<file path="config.mk">
export PLATFORM = sky130hd
export DESIGN_NAME = waveform_sample_generator
export DESIGN_NICKNAME = d
export VERILOG_FILES = /design/src/hdl/wsg_pkg.sv /design/src/hdl/wsg_queue.sv /design/src/hdl/wsg_front.sv /design/src/hdl/wsg_back.sv /design/src/hdl/waveform_sample_generator.sv
export VERILOG_INCLUDE_DIRS = /design/src /design/src/hdl
export SDC_FILE = /design/constraint.sdc
export NUM_CORES = 1
export LEC_CHECK = 0
export BUFFER_PORTS_ARGS = -buffer_cell sky130_fd_sc_hd__buf_2
export CAP_MARGIN = 20
export CORE_MARGIN = 2
export CORE_UTILIZATION = 64
export DETAILED_ROUTE_END_ITERATION = 16
export MAX_ROUTING_LAYER = met4
export PLACE_DENSITY = 0.81
export SLEW_MARGIN = 20
export SYNTH_ARGS = -nofsm -noshare
export SYNTH_HDL_FRONTEND = slang
export SYNTH_SLANG_ARGS = --single-unit
</file>
<file path="constraint.sdc">
create_clock -name clk -period 12.7 [get_ports clk]
set_clock_uncertainty 0.15 [all_clocks]
set_input_delay 1.27 -clock clk [delete_from_list [all_inputs] [get_ports clk]]
set_output_delay 1.27 -clock clk [all_outputs]
set_load 0.03 [all_outputs]
</file>
<file path="src/hdl/waveform_sample_generator_macros.svh">
// ----------------------------------------------------------------------------
// Waveform sample generator assertion macros
// Implication checks clocked on clk, disabled while rst_n is low.
// ----------------------------------------------------------------------------
`ifndef WAVEFORM_SAMPLE_GENERATOR_MACROS_SVH
`define WAVEFORM_SAMPLE_GENERATOR_MACROS_SVH

// same-cycle implication
`define WSG_ASSERT_IMP(name, ante, cons, msg) \
    name: assert property (@(posedge clk) disable iff (!rst_n) (ante) |-> (cons)) \
        else $error(msg);

// next-cycle implication
`define WSG_ASSERT_NXT(name, ante, cons, msg) \
    name: assert property (@(posedge clk) disable iff (!rst_n) (ante) |=> (cons)) \
        else $error(msg);

`endif

</file>
<file path="src/hdl/wsg_pkg.sv">
// ----------------------------------------------------------------------------
// wsg_pkg
// Shape codes, register indexes, configuration struct and the Q1.15 sine table
// shared by the waveform sample generator modules.
// ----------------------------------------------------------------------------
package wsg_pkg;

    localparam int DAC_W       = 12;
    localparam int DAC_MAX     = 4095;
    localparam int SINE_STEPS  = 100;
    localparam int QUEUE_DEPTH = 4;

    typedef enum logic [1:0] {
        SHAPE_TRIANGLE = 2'd0,
        SHAPE_RECT     = 2'd1,
        SHAPE_SINE     = 2'd2
    } shape_t;

    localparam logic [1:0] REG_SHAPE = 2'd0;
    localparam logic [1:0] REG_LOW   = 2'd1;
    localparam logic [1:0] REG_HIGH  = 2'd2;

    localparam logic [DAC_W-1:0] LOW_RESET  = 12'd0;
    localparam logic [DAC_W-1:0] HIGH_RESET = 12'd4095;

    typedef struct packed {
        shape_t            shape;
        logic [DAC_W-1:0]  low;
        logic [DAC_W-1:0]  high;
    } wave_cfg_t;

    localparam logic [15:0] SINE_QUARTER [0:25] = '{
        16'd0,     16'd2057,  16'd4107,  16'd6140,  16'd8149,  16'd10126,
        16'd12062, 16'd13952, 16'd15786, 16'd17557, 16'd19260, 16'd20886,
        16'd22431, 16'd23886, 16'd25247, 16'd26509, 16'd27666, 16'd28714,
        16'd29648, 16'd30466, 16'd31163, 16'd31738, 16'd32187, 16'd32509,
        16'd32702, 16'd32767
    };

    function automatic logic signed [15:0] sine_q15(input logic [6:0] k);
        logic [6:0]          j;
        logic                neg;
        logic signed [15:0]  v;
        if (k <= 7'd25)
        begin
            j   = k;
            neg = 1'b0;
        end
        else if (k <= 7'd50)
        begin
            j   = 7'd50 - k;
            neg = 1'b0;
        end
        else if (k <= 7'd75)
        begin
            j   = k - 7'd50;
            neg = 1'b1;
        end
        else
        begin
            j   = 7'd100 - k;
            neg = 1'b1;
        end
        v = $signed(SINE_QUARTER[j[4:0]]);
        return neg ? -v : v;
    endfunction

endpackage

</file>
<file path="src/hdl/wsg_queue.sv">
// ----------------------------------------------------------------------------
// wsg_queue
// Small register queue between the position front end and the sample pipeline.
// ----------------------------------------------------------------------------
module wsg_queue
    import wsg_pkg::*;
#(
    parameter int WIDTH = 8
)
(
    input  logic             clk,
    input  logic             rst_n,
    input  logic             push,
    input  logic [WIDTH-1:0] wdata,
    input  logic             pop,
    output logic [WIDTH-1:0] rdata,
    output logic             full,
    output logic             empty
);

    localparam int AW = $clog2(QUEUE_DEPTH);
    localparam int CW = $clog2(QUEUE_DEPTH + 1);

    logic [WIDTH-1:0] mem [QUEUE_DEPTH];
    logic [AW-1:0]    wr_ptr_reg, wr_ptr_next;
    logic [AW-1:0]    rd_ptr_reg, rd_ptr_next;
    logic [CW-1:0]    count_reg,  count_next;

    assign full  = (count_reg == CW'(QUEUE_DEPTH));
    assign empty = (count_reg == '0);
    assign rdata = mem[rd_ptr_reg];

    always_comb
    begin
        wr_ptr_next = push ? AW'(wr_ptr_reg + 1'b1) : wr_ptr_reg;
        rd_ptr_next = pop  ? AW'(rd_ptr_reg + 1'b1) : rd_ptr_reg;
        count_next  = count_reg;
        if (push && !pop)
        begin
            count_next = CW'(count_reg + 1'b1);
        end
        else if (!push && pop)
        begin
            count_next = CW'(count_reg - 1'b1);
        end
    end

    always_ff @(posedge clk or negedge rst_n)
    begin
        if (!rst_n)
        begin
            wr_ptr_reg <= '0;
            rd_ptr_reg <= '0;
            count_reg  <= '0;
        end
        else
        begin
            wr_ptr_reg <= wr_ptr_next;
            rd_ptr_reg <= rd_ptr_next;
            count_reg  <= count_next;
        end
    end

    always_ff @(posedge clk)
    begin
        if (push)
        begin
            mem[wr_ptr_reg] <= wdata;
        end
    end

endmodule

</file>
<file path="src/hdl/wsg_front.sv">
// ----------------------------------------------------------------------------
// wsg_front
// Accepts sample requests, applies restart and tracks buffer position and
// sine phase; each request becomes one queue entry {last, phase, position}.
// ----------------------------------------------------------------------------
module wsg_front
    import wsg_pkg::*;
#(
    parameter int BUFFER_LENGTH = 100,
    parameter int SINE_PERIOD   = 100,
    parameter int PW            = 7,
    parameter int PHW           = 7
)
(
    input  logic                  clk,
    input  logic                  rst_n,
    input  logic                  req_valid,
    input  logic                  restart,
    output logic                  req_ready,
    input  logic                  q_full,
    output logic                  q_push,
    output logic [PW+PHW:0]       q_wdata
);

    logic [PW-1:0]  pos_reg, pos_next, pos_cur;
    logic [PHW-1:0] ph_reg,  ph_next,  ph_cur;
    logic           last;

    assign req_ready = !q_full;
    assign q_push    = req_valid && !q_full;

    always_comb
    begin
        pos_cur = restart ? '0 : pos_reg;
        ph_cur  = restart ? '0 : ph_reg;
        last    = (pos_cur == PW'(BUFFER_LENGTH - 1));
        q_wdata = {last, ph_cur, pos_cur};
        pos_next = pos_reg;
        ph_next  = ph_reg;
        if (q_push)
        begin
            if (last)
            begin
                pos_next = '0;
                ph_next  = '0;
            end
            else
            begin
                pos_next = PW'(pos_cur + 1'b1);
                ph_next  = (ph_cur == PHW'(SINE_PERIOD - 1)) ? '0 : PHW'(ph_cur + 1'b1);
            end
        end
    end

    always_ff @(posedge clk or negedge rst_n)
    begin
        if (!rst_n)
        begin
            pos_reg <= '0;
            ph_reg  <= '0;
        end
        else
        begin
            pos_reg <= pos_next;
            ph_reg  <= ph_next;
        end
    end

endmodule

</file>
<file path="src/hdl/wsg_back.sv">
// ----------------------------------------------------------------------------
// wsg_back
// Sample pipeline: turns queued positions into clamped DAC codes for the
// selected shape, four stages plus an output register, stalled as one.
// ----------------------------------------------------------------------------
module wsg_back
    import wsg_pkg::*;
#(
    parameter int BUFFER_LENGTH = 100,
    parameter int SINE_PERIOD   = 100,
    parameter int PW            = 7,
    parameter int PHW           = 7
)
(
    input  logic              clk,
    input  logic              rst_n,
    input  wave_cfg_t         cfg,
    input  logic              q_empty,
    input  logic [PW+PHW:0]   q_rdata,
    output logic              q_pop,
    output logic              out_valid,
    input  logic              out_ready,
    output logic [DAC_W-1:0]  sample_value,
    output logic              pass_end
);

    localparam int H   = BUFFER_LENGTH / 2;
    localparam int LN  = $clog2(BUFFER_LENGTH);
    localparam int DS  = DAC_W + LN;
    localparam int DM  = ((1 << DS) + BUFFER_LENGTH - 1) / BUFFER_LENGTH;
    localparam int DMW = DAC_W + 2;
    localparam int QPW = DAC_W + DMW;
    localparam int LP  = $clog2(SINE_PERIOD);
    localparam int XW  = $clog2(SINE_PERIOD * SINE_STEPS);
    localparam int KS  = XW + LP;
    localparam int KM  = ((1 << KS) + SINE_PERIOD - 1) / SINE_PERIOD;
    localparam int KMW = XW + 2;
    localparam int KPW = XW + KMW;
    localparam int STW = DAC_W + 2;
    localparam int TPW = STW + PW + 1;
    localparam int SW  = TPW + 2;
    localparam int APW = DAC_W + 16;

    logic [PW-1:0]           pos0;
    logic [PHW-1:0]          ph0;
    logic                    last0;
    logic signed [DAC_W:0]   d;
    logic [DAC_W-1:0]        dmag;
    logic signed [DAC_W-1:0] amp;
    logic                    en;

    logic                    v1_reg, v2_reg, v3_reg, v4_reg, out_valid_reg;
    logic                    v1_next, v2_next, v3_next, v4_next, out_valid_next;

    logic [PW-1:0]           s1_pos_reg, s2_pos_reg;
    logic                    s1_last_reg, s2_last_reg, s3_last_reg, s4_last_reg;
    logic [XW-1:0]           s1_x_reg;
    logic [QPW-1:0]          s1_qprod_reg;
    logic                    s1_dneg_reg;
    logic [6:0]              s2_k_reg;
    logic signed [STW-1:0]   s2_step_reg;
    logic signed [15:0]      s3_t_reg;
    logic signed [TPW-1:0]   s3_tprod_reg;
    logic                    s3_first_reg;
    logic signed [DAC_W-1:0] s3_amp_reg, s4_amp_reg;
    logic signed [APW-1:0]   s4_sprod_reg;
    logic signed [SW-1:0]    s4_tri_reg;
    logic [DAC_W-1:0]        s4_rect_reg;
    logic [DAC_W-1:0]        sample_reg;
    logic                    last_reg;

    logic [KPW-1:0]          kprod;
    logic [DAC_W-1:0]        q;
    logic [DAC_W:0]          step_mag;
    logic [PW-1:0]           ioff;
    logic signed [SW-1:0]    lo_s, hi_s, sine_s, pick;
    logic [DAC_W-1:0]        clamped;

    assign {last0, ph0, pos0} = q_rdata;

    assign en    = !out_valid_reg || out_ready;
    assign q_pop = en && !q_empty;

    assign out_valid    = out_valid_reg;
    assign sample_value = sample_reg;
    assign pass_end     = last_reg;

    always_comb
    begin
        d    = $signed({1'b0, cfg.high}) - $signed({1'b0, cfg.low});
        dmag = d[DAC_W] ? DAC_W'(-d) : DAC_W'(d);
        amp  = DAC_W'((d + $signed({{DAC_W{1'b0}}, d[DAC_W]})) >>> 1);
    end

    always_comb
    begin
        kprod    = KPW'(s1_x_reg) * KPW'(KM);
        q        = DAC_W'(s1_qprod_reg >> DS);
        step_mag = {q, 1'b0};
        ioff     = (s2_pos_reg < PW'(H)) ? s2_pos_reg : PW'(s2_pos_reg - PW'(H));
    end

    always_comb
    begin
        lo_s   = SW'($signed({1'b0, cfg.low}));
        hi_s   = SW'($signed({1'b0, cfg.high}));
        sine_s = SW'(s4_sprod_reg >>> 15) + lo_s + SW'(s4_amp_reg);
        case (cfg.shape)
            SHAPE_TRIANGLE: pick = s4_tri_reg;
            SHAPE_RECT:     pick = SW'($signed({1'b0, s4_rect_reg}));
            SHAPE_SINE:     pick = sine_s;
            default:        pick = lo_s;
        endcase
        if (pick < 0)
        begin
            clamped = '0;
        end
        else if (pick > $signed(SW'(DAC_MAX)))
        begin
            clamped = DAC_W'(DAC_MAX);
        end
        else
        begin
            clamped = pick[DAC_W-1:0];
        end
    end

    always_comb
    begin
        v1_next        = en ? !q_empty      : v1_reg;
        v2_next        = en ? v1_reg        : v2_reg;
        v3_next        = en ? v2_reg        : v3_reg;
        v4_next        = en ? v3_reg        : v4_reg;
        out_valid_next = en ? v4_reg        : out_valid_reg;
    end

    always_ff @(posedge clk or negedge rst_n)
    begin
        if (!rst_n)
        begin
            v1_reg        <= 1'b0;
            v2_reg        <= 1'b0;
            v3_reg        <= 1'b0;
            v4_reg        <= 1'b0;
            out_valid_reg <= 1'b0;
        end
        else
        begin
            v1_reg        <= v1_next;
            v2_reg        <= v2_next;
            v3_reg        <= v3_next;
            v4_reg        <= v4_next;
            out_valid_reg <= out_valid_next;
        end
    end

    always_ff @(posedge clk)
    begin
        if (en)
        begin
            s1_pos_reg   <= pos0;
            s1_last_reg  <= last0;
            s1_x_reg     <= XW'(ph0) * XW'(SINE_STEPS);
            s1_qprod_reg <= QPW'(dmag) * QPW'(DM);
            s1_dneg_reg  <= d[DAC_W];

            s2_pos_reg   <= s1_pos_reg;
            s2_last_reg  <= s1_last_reg;
            s2_k_reg     <= 7'(kprod >> KS);
            s2_step_reg  <= s1_dneg_reg ? -$signed({1'b0, step_mag})
                                        :  $signed({1'b0, step_mag});

            s3_t_reg     <= sine_q15(s2_k_reg);
            s3_tprod_reg <= TPW'(s2_step_reg * $signed({1'b0, ioff}));
            s3_first_reg <= (s2_pos_reg < PW'(H));
            s3_amp_reg   <= amp;
            s3_last_reg  <= s2_last_reg;

            s4_sprod_reg <= APW'(s3_amp_reg * s3_t_reg);
            s4_tri_reg   <= s3_first_reg ? lo_s + SW'(s3_tprod_reg)
                                         : hi_s - SW'(s3_tprod_reg);
            s4_rect_reg  <= s3_first_reg ? cfg.high : cfg.low;
            s4_amp_reg   <= s3_amp_reg;
            s4_last_reg  <= s3_last_reg;

            sample_reg   <= clamped;
            last_reg     <= s4_last_reg;
        end
    end

endmodule

</file>
<file path="src/hdl/waveform_sample_generator.sv">
// ----------------------------------------------------------------------------
// waveform_sample_generator
// Triangle, rectangle and sine DAC samples over a wrapping buffer position.
//
//   channel   | dir | handshake           | payload
//   s_*       | in  | s_tvalid / s_tready | s_tdata[0] restart
//   m_*       | out | m_tvalid / m_tready | m_tdata[11:0] sample_value, m_tlast pass_end
//   cfg_*     | in  | cfg_we              | cfg_addr register index, cfg_wdata value
//
// One sample per cycle sustained while m_tready stays high.
// The four-stage sample pipeline and output register stall together on m_tready;
// the four-entry queue accepts requests meanwhile until it is full.
// rst_n clears position, phase, queue and valid flags and loads register defaults.
// ----------------------------------------------------------------------------
`include "waveform_sample_generator_macros.svh"

module waveform_sample_generator
    import wsg_pkg::*;
#(
    parameter int BUFFER_LENGTH = 100,
    parameter int SINE_PERIOD   = 100
)
(
    input  logic              clk,
    input  logic              rst_n,
    input  logic              s_tvalid,
    output logic              s_tready,
    input  logic [7:0]        s_tdata,   // [0] restart
    output logic              m_tvalid,
    input  logic              m_tready,
    output logic [15:0]       m_tdata,   // [11:0] sample_value
    output logic              m_tlast,
    input  logic              cfg_we,
    input  logic [1:0]        cfg_addr,
    input  logic [DAC_W-1:0]  cfg_wdata
);

    localparam int PW  = $clog2(BUFFER_LENGTH);
    localparam int PHW = $clog2(SINE_PERIOD);
    localparam int QW  = PW + PHW + 1;

    shape_t           shape_reg;
    logic [DAC_W-1:0] low_reg;
    logic [DAC_W-1:0] high_reg;
    wave_cfg_t        cfg;

    logic             q_push, q_pop, q_full, q_empty;
    logic [QW-1:0]    q_wdata, q_rdata;
    logic [DAC_W-1:0] sample_value;

    always_ff @(posedge clk or negedge rst_n)
    begin
        if (!rst_n)
        begin
            shape_reg <= SHAPE_TRIANGLE;
            low_reg   <= LOW_RESET;
            high_reg  <= HIGH_RESET;
        end
        else if (cfg_we)
        begin
            case (cfg_addr)
                REG_SHAPE: shape_reg <= shape_t'(cfg_wdata[1:0]);
                REG_LOW:   low_reg   <= cfg_wdata;
                REG_HIGH:  high_reg  <= cfg_wdata;
                default:   ;
            endcase
        end
    end

    assign cfg = '{shape: shape_reg, low: low_reg, high: high_reg};

    wsg_front #(
        .BUFFER_LENGTH (BUFFER_LENGTH),
        .SINE_PERIOD   (SINE_PERIOD),
        .PW            (PW),
        .PHW           (PHW)
    ) u_front (
        .clk       (clk),
        .rst_n     (rst_n),
        .req_valid (s_tvalid),
        .restart   (s_tdata[0]),
        .req_ready (s_tready),
        .q_full    (q_full),
        .q_push    (q_push),
        .q_wdata   (q_wdata)
    );

    wsg_queue #(
        .WIDTH (QW)
    ) u_queue (
        .clk   (clk),
        .rst_n (rst_n),
        .push  (q_push),
        .wdata (q_wdata),
        .pop   (q_pop),
        .rdata (q_rdata),
        .full  (q_full),
        .empty (q_empty)
    );

    wsg_back #(
        .BUFFER_LENGTH (BUFFER_LENGTH),
        .SINE_PERIOD   (SINE_PERIOD),
        .PW            (PW),
        .PHW           (PHW)
    ) u_back (
        .clk          (clk),
        .rst_n        (rst_n),
        .cfg          (cfg),
        .q_empty      (q_empty),
        .q_rdata      (q_rdata),
        .q_pop        (q_pop),
        .out_valid    (m_tvalid),
        .out_ready    (m_tready),
        .sample_value (sample_value),
        .pass_end     (m_tlast)
    );

    assign m_tdata = {4'b0000, sample_value};

    `WSG_ASSERT_NXT(a_push_lands, s_tvalid && s_tready, !q_empty,
                    "accepted request did not reach the queue")
    `WSG_ASSERT_IMP(a_queue_flags, q_full || q_empty, !(q_full && q_empty),
                    "queue full and empty at once")
    `WSG_ASSERT_IMP(a_full_blocks, q_full, !s_tready,
                    "request taken while queue full")
    `WSG_ASSERT_IMP(a_stall_holds, m_tvalid && !m_tready, !q_pop,
                    "queue drained while output stalled")

endmodule
</file>
==> results_dict.tcl, run 1 <==
set metrics [dict create \
    run_status "finished clean" \
    max_freq_mhz 109.3 \
    post_cts_hold_buffer_count 0 \
    stdcell_area_um2 32560 \
    post_synth_main_area_contributors "edfxtp_1 (23%), fa_1 (23%), ha_1 (15%), inv_1 (6.9%), dfrtp_1 (3.2%)" \
    route.detailed.vias_per_inst 5.752 \
    post_detailed_placement_cell_area_um2 31590 \
    hp-class "reg -> reg" \
    final.fill_count 3483 \
    routed_wl_um 62400 \
    number_of_clock_buffers_inserted_by_tritoncts 31 \
    synth.lib_cells_used.distinct 101 \
    worst-path-max-fanout 6 \
    globalRouteOverflowTotal 0 \
    setup.worst_path.class "reg -> reg" \
    routabilityCongestion 0.9212 \
    critical_path.max_stage_delay_ns 0.55 \
    startpoint_of_the_most_critical_setup_path "low_reg[0]$_DFFE_PN0P_" \
    clk_path_buf_depth 3 \
    maxCapViolations 0 \
    die_width_um 223.7 \
    detail_route.drc_violations 0 \
    setup_repair_after_global_routing_missed_its_margin "no" \
    yosysTopAreaCell "edfxtp_1" \
    proportion_of_synthesized_flip_flops_having_asynchronous_set_or_reset_pct 17.99 \
    ff2ff_setup_slack_ns 3.55 \
    ant_nets 0 \
    post-route-period-util_pct 72.06 \
    slowest_stage "fa_1" \
    post-route-min-period_ns 9.152 \
    routed-via-count 20510 \
    synth.avg_cell_area_um2 10.58 \
    initialDrtViolationCount 1471 \
    critical_path.startpoint_type "flop" \
    worst_slew_pin_slew_ns 0.9110 \
    finalSetupViolCount 0 \
    antenna-diode-count 0 \
    crit-reg2reg-capture "u_back.s1_qprod_reg[24]$_DFFE_PP_" \
    global_route_usage_over_all_layers_pct 27.15 \
    grt_first_pass_wirelength_um 106800 \
    drt-wirelength-per-cell_um 17.50 \
    clock_insertion_delay_worst_skew_ns 0.58 \
    die_height_um 223.7 \
    max_slew_margin_pct 38.83 \
    crit_top_cell "ha_1" \
    synth_seq_cells 289 \
    final_hold_viol_count 0 \
    dr.pass1.iters 7 \
    yosysTopAreaCellShare_pct 23.03 \
    cts_setup_buffers 0 \
    syn_area_um2 30900 \
    clock_sink_count 289 \
    critPathRequiredTime_ns 12.87 \
    r2r-start "low_reg[0]$_DFFE_PN0P_" \
    timing.final.max_slew_violations 0 \
    grt_start_max_net_pins 69 \
    synth_seq_area_share_pct 27.30 \
    place_worst_setup_slack_ns 3.635 \
    slack_of_the_critical_path_ns 3.548 \
    tritoncts "done" \
    io_pins 46 \
    path_clk_slew_ns 0.06 \
    cts.htree.levels 1 \
    cp_top_family "adder cells" \
    nets 3665 \
    synthFlopType "edfxtp_1" \
    port-buffer-count 34 \
    worstSetupPathDepth 30 \
    first_global_vias 21980 \
    area_growth_pct 5.382 \
    initial_utilization_pct 64.85 \
    clockRootBuffer "clkbuf_16" \
    place_hpwl_um 49480 \
    crit_end "u_back.s1_qprod_reg[24]$_DFFE_PP_" \
    mostFrequentLayoutCells "inv_1 (568), ha_1 (360), fa_1 (351), edfxtp_1 (237), nand2_1 (220)" \
    dieArea_um2 50050 \
    synth.yosys.warnings 0 \
    critPathArrivalTime_ns 9.32 \
    cts_repair_resize_count 0 \
    grt_antenna_before_repair 0 \
    floorplan.rows 80 \
    core-area_um2 47650 \
    synth-edff-count 237 \
    fin_tns_setup_ns 0 \
    rr_worst_depth 30 \
    final_common_cell "inv_1" \
    fraction_of_final_layout_cells_sized_beyond_drive_strength_1_pct 6.814 \
    cp.buffers_inverters 4 \
    setup.worst_path.end_class "flop" \
    syn_inst 2921 \
    largest_register_ff_count 60 \
]
per-layer routing:
metal	wire length [um]	up-vias	track usage, %
met3	3002	105	2.728
met1	26940	10210	35.28
li1	-	9665	-
met4	1458	0	6.538
met2	31000	523	46.38
met5	0	-	-
how the worst min path moves through the flow:
stage                                    from                              to  slack, ns  depth (start not counted)
6_report       u_back.s1_pos_reg[6]$_DFFE_PP_  u_back.s2_pos_reg[6]$_DFFE_PP_       0.27                          0
5_1_grt          u_back.s4_last_reg$_DFFE_PP_       u_back.pass_end$_DFFE_PP_       0.29                          0
4_1_cts          u_back.s4_last_reg$_DFFE_PP_       u_back.pass_end$_DFFE_PP_       0.27                          0
3_5_place_dp     u_back.s1_last_reg$_DFFE_PP_    u_back.s2_last_reg$_DFFE_PP_       0.26                          0
3_3_place_gp   u_back.s1_pos_reg[4]$_DFFE_PP_  u_back.s2_pos_reg[4]$_DFFE_PP_       0.25                          0
2_1_floorplan    u_back.s4_last_reg$_DFFE_PP_       u_back.pass_end$_DFFE_PP_       0.25                          0
cell usage after synthesis, types with 38 or more instances:
master,instances
nor2b_1,54
inv_1,568
o21ai_0,93
nand2_1,220
dfrtp_1,40
a21oi_1,73
and2_1,93
edfxtp_1,237
nand2b_1,41
xnor2_1,110
clkbuf_1,52
ha_1,360
fa_1,351
xor2_1,38
nor2_1,111
metrics by stage:
stage	hold WS [ns]	utilization (%)	cells
CTS	0.2719	68.32	3565
finish	0.2723	68.34	3565
detailed placement	0.2561	66.30	3509
global placement	0.2518	66.30	3509
global route	0.2883	68.34	3565
floorplan	0.2503	-	2924
logic make-up (layout without fill, tap and decap cells):
group,Yosys count,in the layout,share of synthesized area [%]
fa+ha+maj,711,711,37.32
simple gates,668,668,10.86
buf+inv,646,672,8.059
compound gates,392,392,8.905
flops,289,289,27.30
xor+xnor,148,148,4.196
mux,66,66,3.349
other cells,1,4,0.01214
cell type report:
| type | count | area (um2) | area share (%) |
|---|---|---|---|
| clock buffer | 42 | 847.1 | 2.602 |
| clock inverter | 14 | 112.6 | 0.3459 |
| inverter | 571 | 2143 | 6.583 |
| multi-input combinational | 1989 | 20000 | 61.43 |
| sequential | 289 | 8433 | 25.90 |
| tap | 615 | 769.5 | 2.363 |
| timing repair buffer | 45 | 252.7 | 0.7763 |
Power of run 1 is not shown: default switching activity piles up to over one toggle a cycle in this logic, so the estimate is an artifact.
==> run 2, diff against run 1 <==
--- a/config.mk
+++ b/config.mk
@@ -9,10 +9,10 @@
 export BUFFER_PORTS_ARGS = -buffer_cell sky130_fd_sc_hd__buf_2
 export CAP_MARGIN = 20
 export CORE_MARGIN = 2
-export CORE_UTILIZATION = 64
+export CORE_UTILIZATION = 59
 export DETAILED_ROUTE_END_ITERATION = 16
 export MAX_ROUTING_LAYER = met4
-export PLACE_DENSITY = 0.81
+export PLACE_DENSITY = 0.78
 export SLEW_MARGIN = 20
 export SYNTH_ARGS = -nofsm -noshare
 export SYNTH_HDL_FRONTEND = slang
==> constraint.sdc (replaced) <==
create_clock -name clk -period 8.3 [get_ports clk]
set_clock_uncertainty 0.15 [all_clocks]
set_input_delay 0.83 -clock clk [delete_from_list [all_inputs] [get_ports clk]]
set_output_delay 0.83 -clock clk [all_outputs]
set_load 0.03 [all_outputs]
==> results_dict.tcl, run 2 (synthesis gave the netlist of run 1 again) <==
set metrics [dict create \
    run_status "finished clean" \
    initial_utilization_pct 59.98 \
    stdcell_area_um2 33260 \
    cp.buffers_inverters 7 \
    worst_slew_pin_slew_ns 1.069 \
    floorplan.rows 83 \
    dieArea_um2 54210 \
    global_route.usage.met3_pct 2.451 \
    globalRouteOverflowTotal 0 \
    clock_insertion_delay_worst_skew_ns 0.58 \
    die_height_um 232.8 \
    critical_path.max_stage_delay_ns 0.56 \
    largest_register_ff_count 60 \
    drt-wirelength-per-cell_um 17.51 \
    routabilityCongestion 0.9113 \
    routed-via-count 20780 \
    first_global_vias 22270 \
    fin_util_pct 64.56 \
    antenna-diode-count 0 \
    cp_top_family "adder cells" \
    io_pins 46 \
    finalSetupViolCount 0 \
    final_common_cell "inv_1" \
    grt_antenna_before_repair 0 \
    post_cts_hold_buffer_count 0 \
    global_route_usage_over_all_layers_pct 25.60 \
    gr-usage-met1_pct 33.37 \
    final_cell_count_no_fill 3671 \
    core-area_um2 51510 \
    max_freq_mhz 124.1 \
    max_slew_margin_pct 28.76 \
    clockRootBuffer "clkbuf_16" \
    route.detailed.vias_per_inst 5.661 \
    cts.htree.levels 1 \
    number_of_clock_buffers_inserted_by_tritoncts 31 \
    initialDrtViolationCount 1433 \
    worst-path-max-fanout 3 \
    clock_sink_count 289 \
    tritoncts "done" \
    hold_slack_ns 0.2631 \
    final_hold_viol_count 0 \
    nets 3705 \
    hp-class "in -> async" \
    grt-busiest-layer "met2" \
    numPlacedInstances 3609 \
    die_width_um 232.8 \
    post-route-period-util_pct 97.10 \
    clk_path_buf_depth 3 \
    post_detailed_placement_cell_area_um2 31940 \
    critPathArrivalTime_ns 8.21 \
    port-buffer-count 34 \
    dr.pass1.iters 6 \
    grt_first_pass_wirelength_um 108900 \
    crit_top_cell "inv_1" \
    setup.worst_path.class "reg -> reg" \
    critPathRequiredTime_ns 8.45 \
    maxCapViolations 0 \
    place_hpwl_um 50600 \
    setup.worst_path.end_class "flop" \
    area_growth_pct 7.638 \
    timing.final.max_slew_violations 0 \
    ant_nets 0 \
    global_route.usage.met2_pct 44.21 \
    routed_wl_um 64270 \
    grt_start_max_net_pins 87 \
    mostFrequentLayoutCells "inv_1 (565), ha_1 (356), fa_1 (349), edfxtp_1 (237), nand2_1 (220)" \
    detail_route.drc_violations 0 \
    post-route-min-period_ns 8.060 \
    worstSetupPathDepth 30 \
    critical_path.startpoint_type "flop" \
    path_clk_slew_ns 0.06 \
    rr_worst_depth 30 \
    fraction_of_final_layout_cells_sized_beyond_drive_strength_1_pct 9.495 \
    slowest_stage "or4_4" \
]
## run 2: area by class of cell
cell class | instances | area, um2
clock inverter | 13 | 132.6
inverter | 571 | 2147
sequential | 289 | 8433
tap | 680 | 850.8
multi-input combinational | 1989 | 20260
fill | 3934 | 18250
timing repair buffer | 85 | 553.0
clock buffer | 44 | 874.6
## run 2: final timing paths
kind | from | end | slack, ns
setup / recovery | high_reg[0]$_DFFE_PN1P_ | u_back.s1_qprod_reg[24]$_DFFE_PP_ | 0.24
setup reg to reg | high_reg[0]$_DFFE_PN1P_ | u_back.s1_qprod_reg[24]$_DFFE_PP_ | 0.24
hold / removal | rst_n | u_front.pos_reg[1]$_DFFE_PN0P_ | 0.26
max in group asynchronous | rst_n | low_reg[2]$_DFFE_PN0P_ | 7.23
min in group clk | u_back.s2_last_reg$_DFFE_PP_ | u_back.s3_last_reg$_DFFE_PP_ | 0.27
hold reg to reg | u_back.s2_last_reg$_DFFE_PP_ | u_back.s3_last_reg$_DFFE_PP_ | 0.27
## run 2: per-layer routing
| layer | vias to the layer above | wire, um |
|---|---|---|
| li1 | 9767 | - |
| met1 | 10490 | 27960 |
| met2 | 430 | 32740 |
| met3 | 94 | 2483 |
| met4 | 0 | 1088 |
| met5 | - | 0 |
## run 2: per-stage QoR
stage | setup TNS, ns | setup WS [ns]
4_1_cts | 0 | 0.008107
3_3_place_gp | 0 | 0.05720
3_5_place_dp | -0.04179 | -0.04179
6_report | 0 | 0.2403
2_1_floorplan | 0 | 0.1452
5_1_grt | -0.02766 | -0.02766
## run 2: timing repair
action                                  in CTS  in global routing
pin swaps                                    0                 19
gates resized for setup                      4                 50
setup buffers                                0                  5
endpoints found under the setup margin       1                  2
Power of run 2 is left out for the same reason.
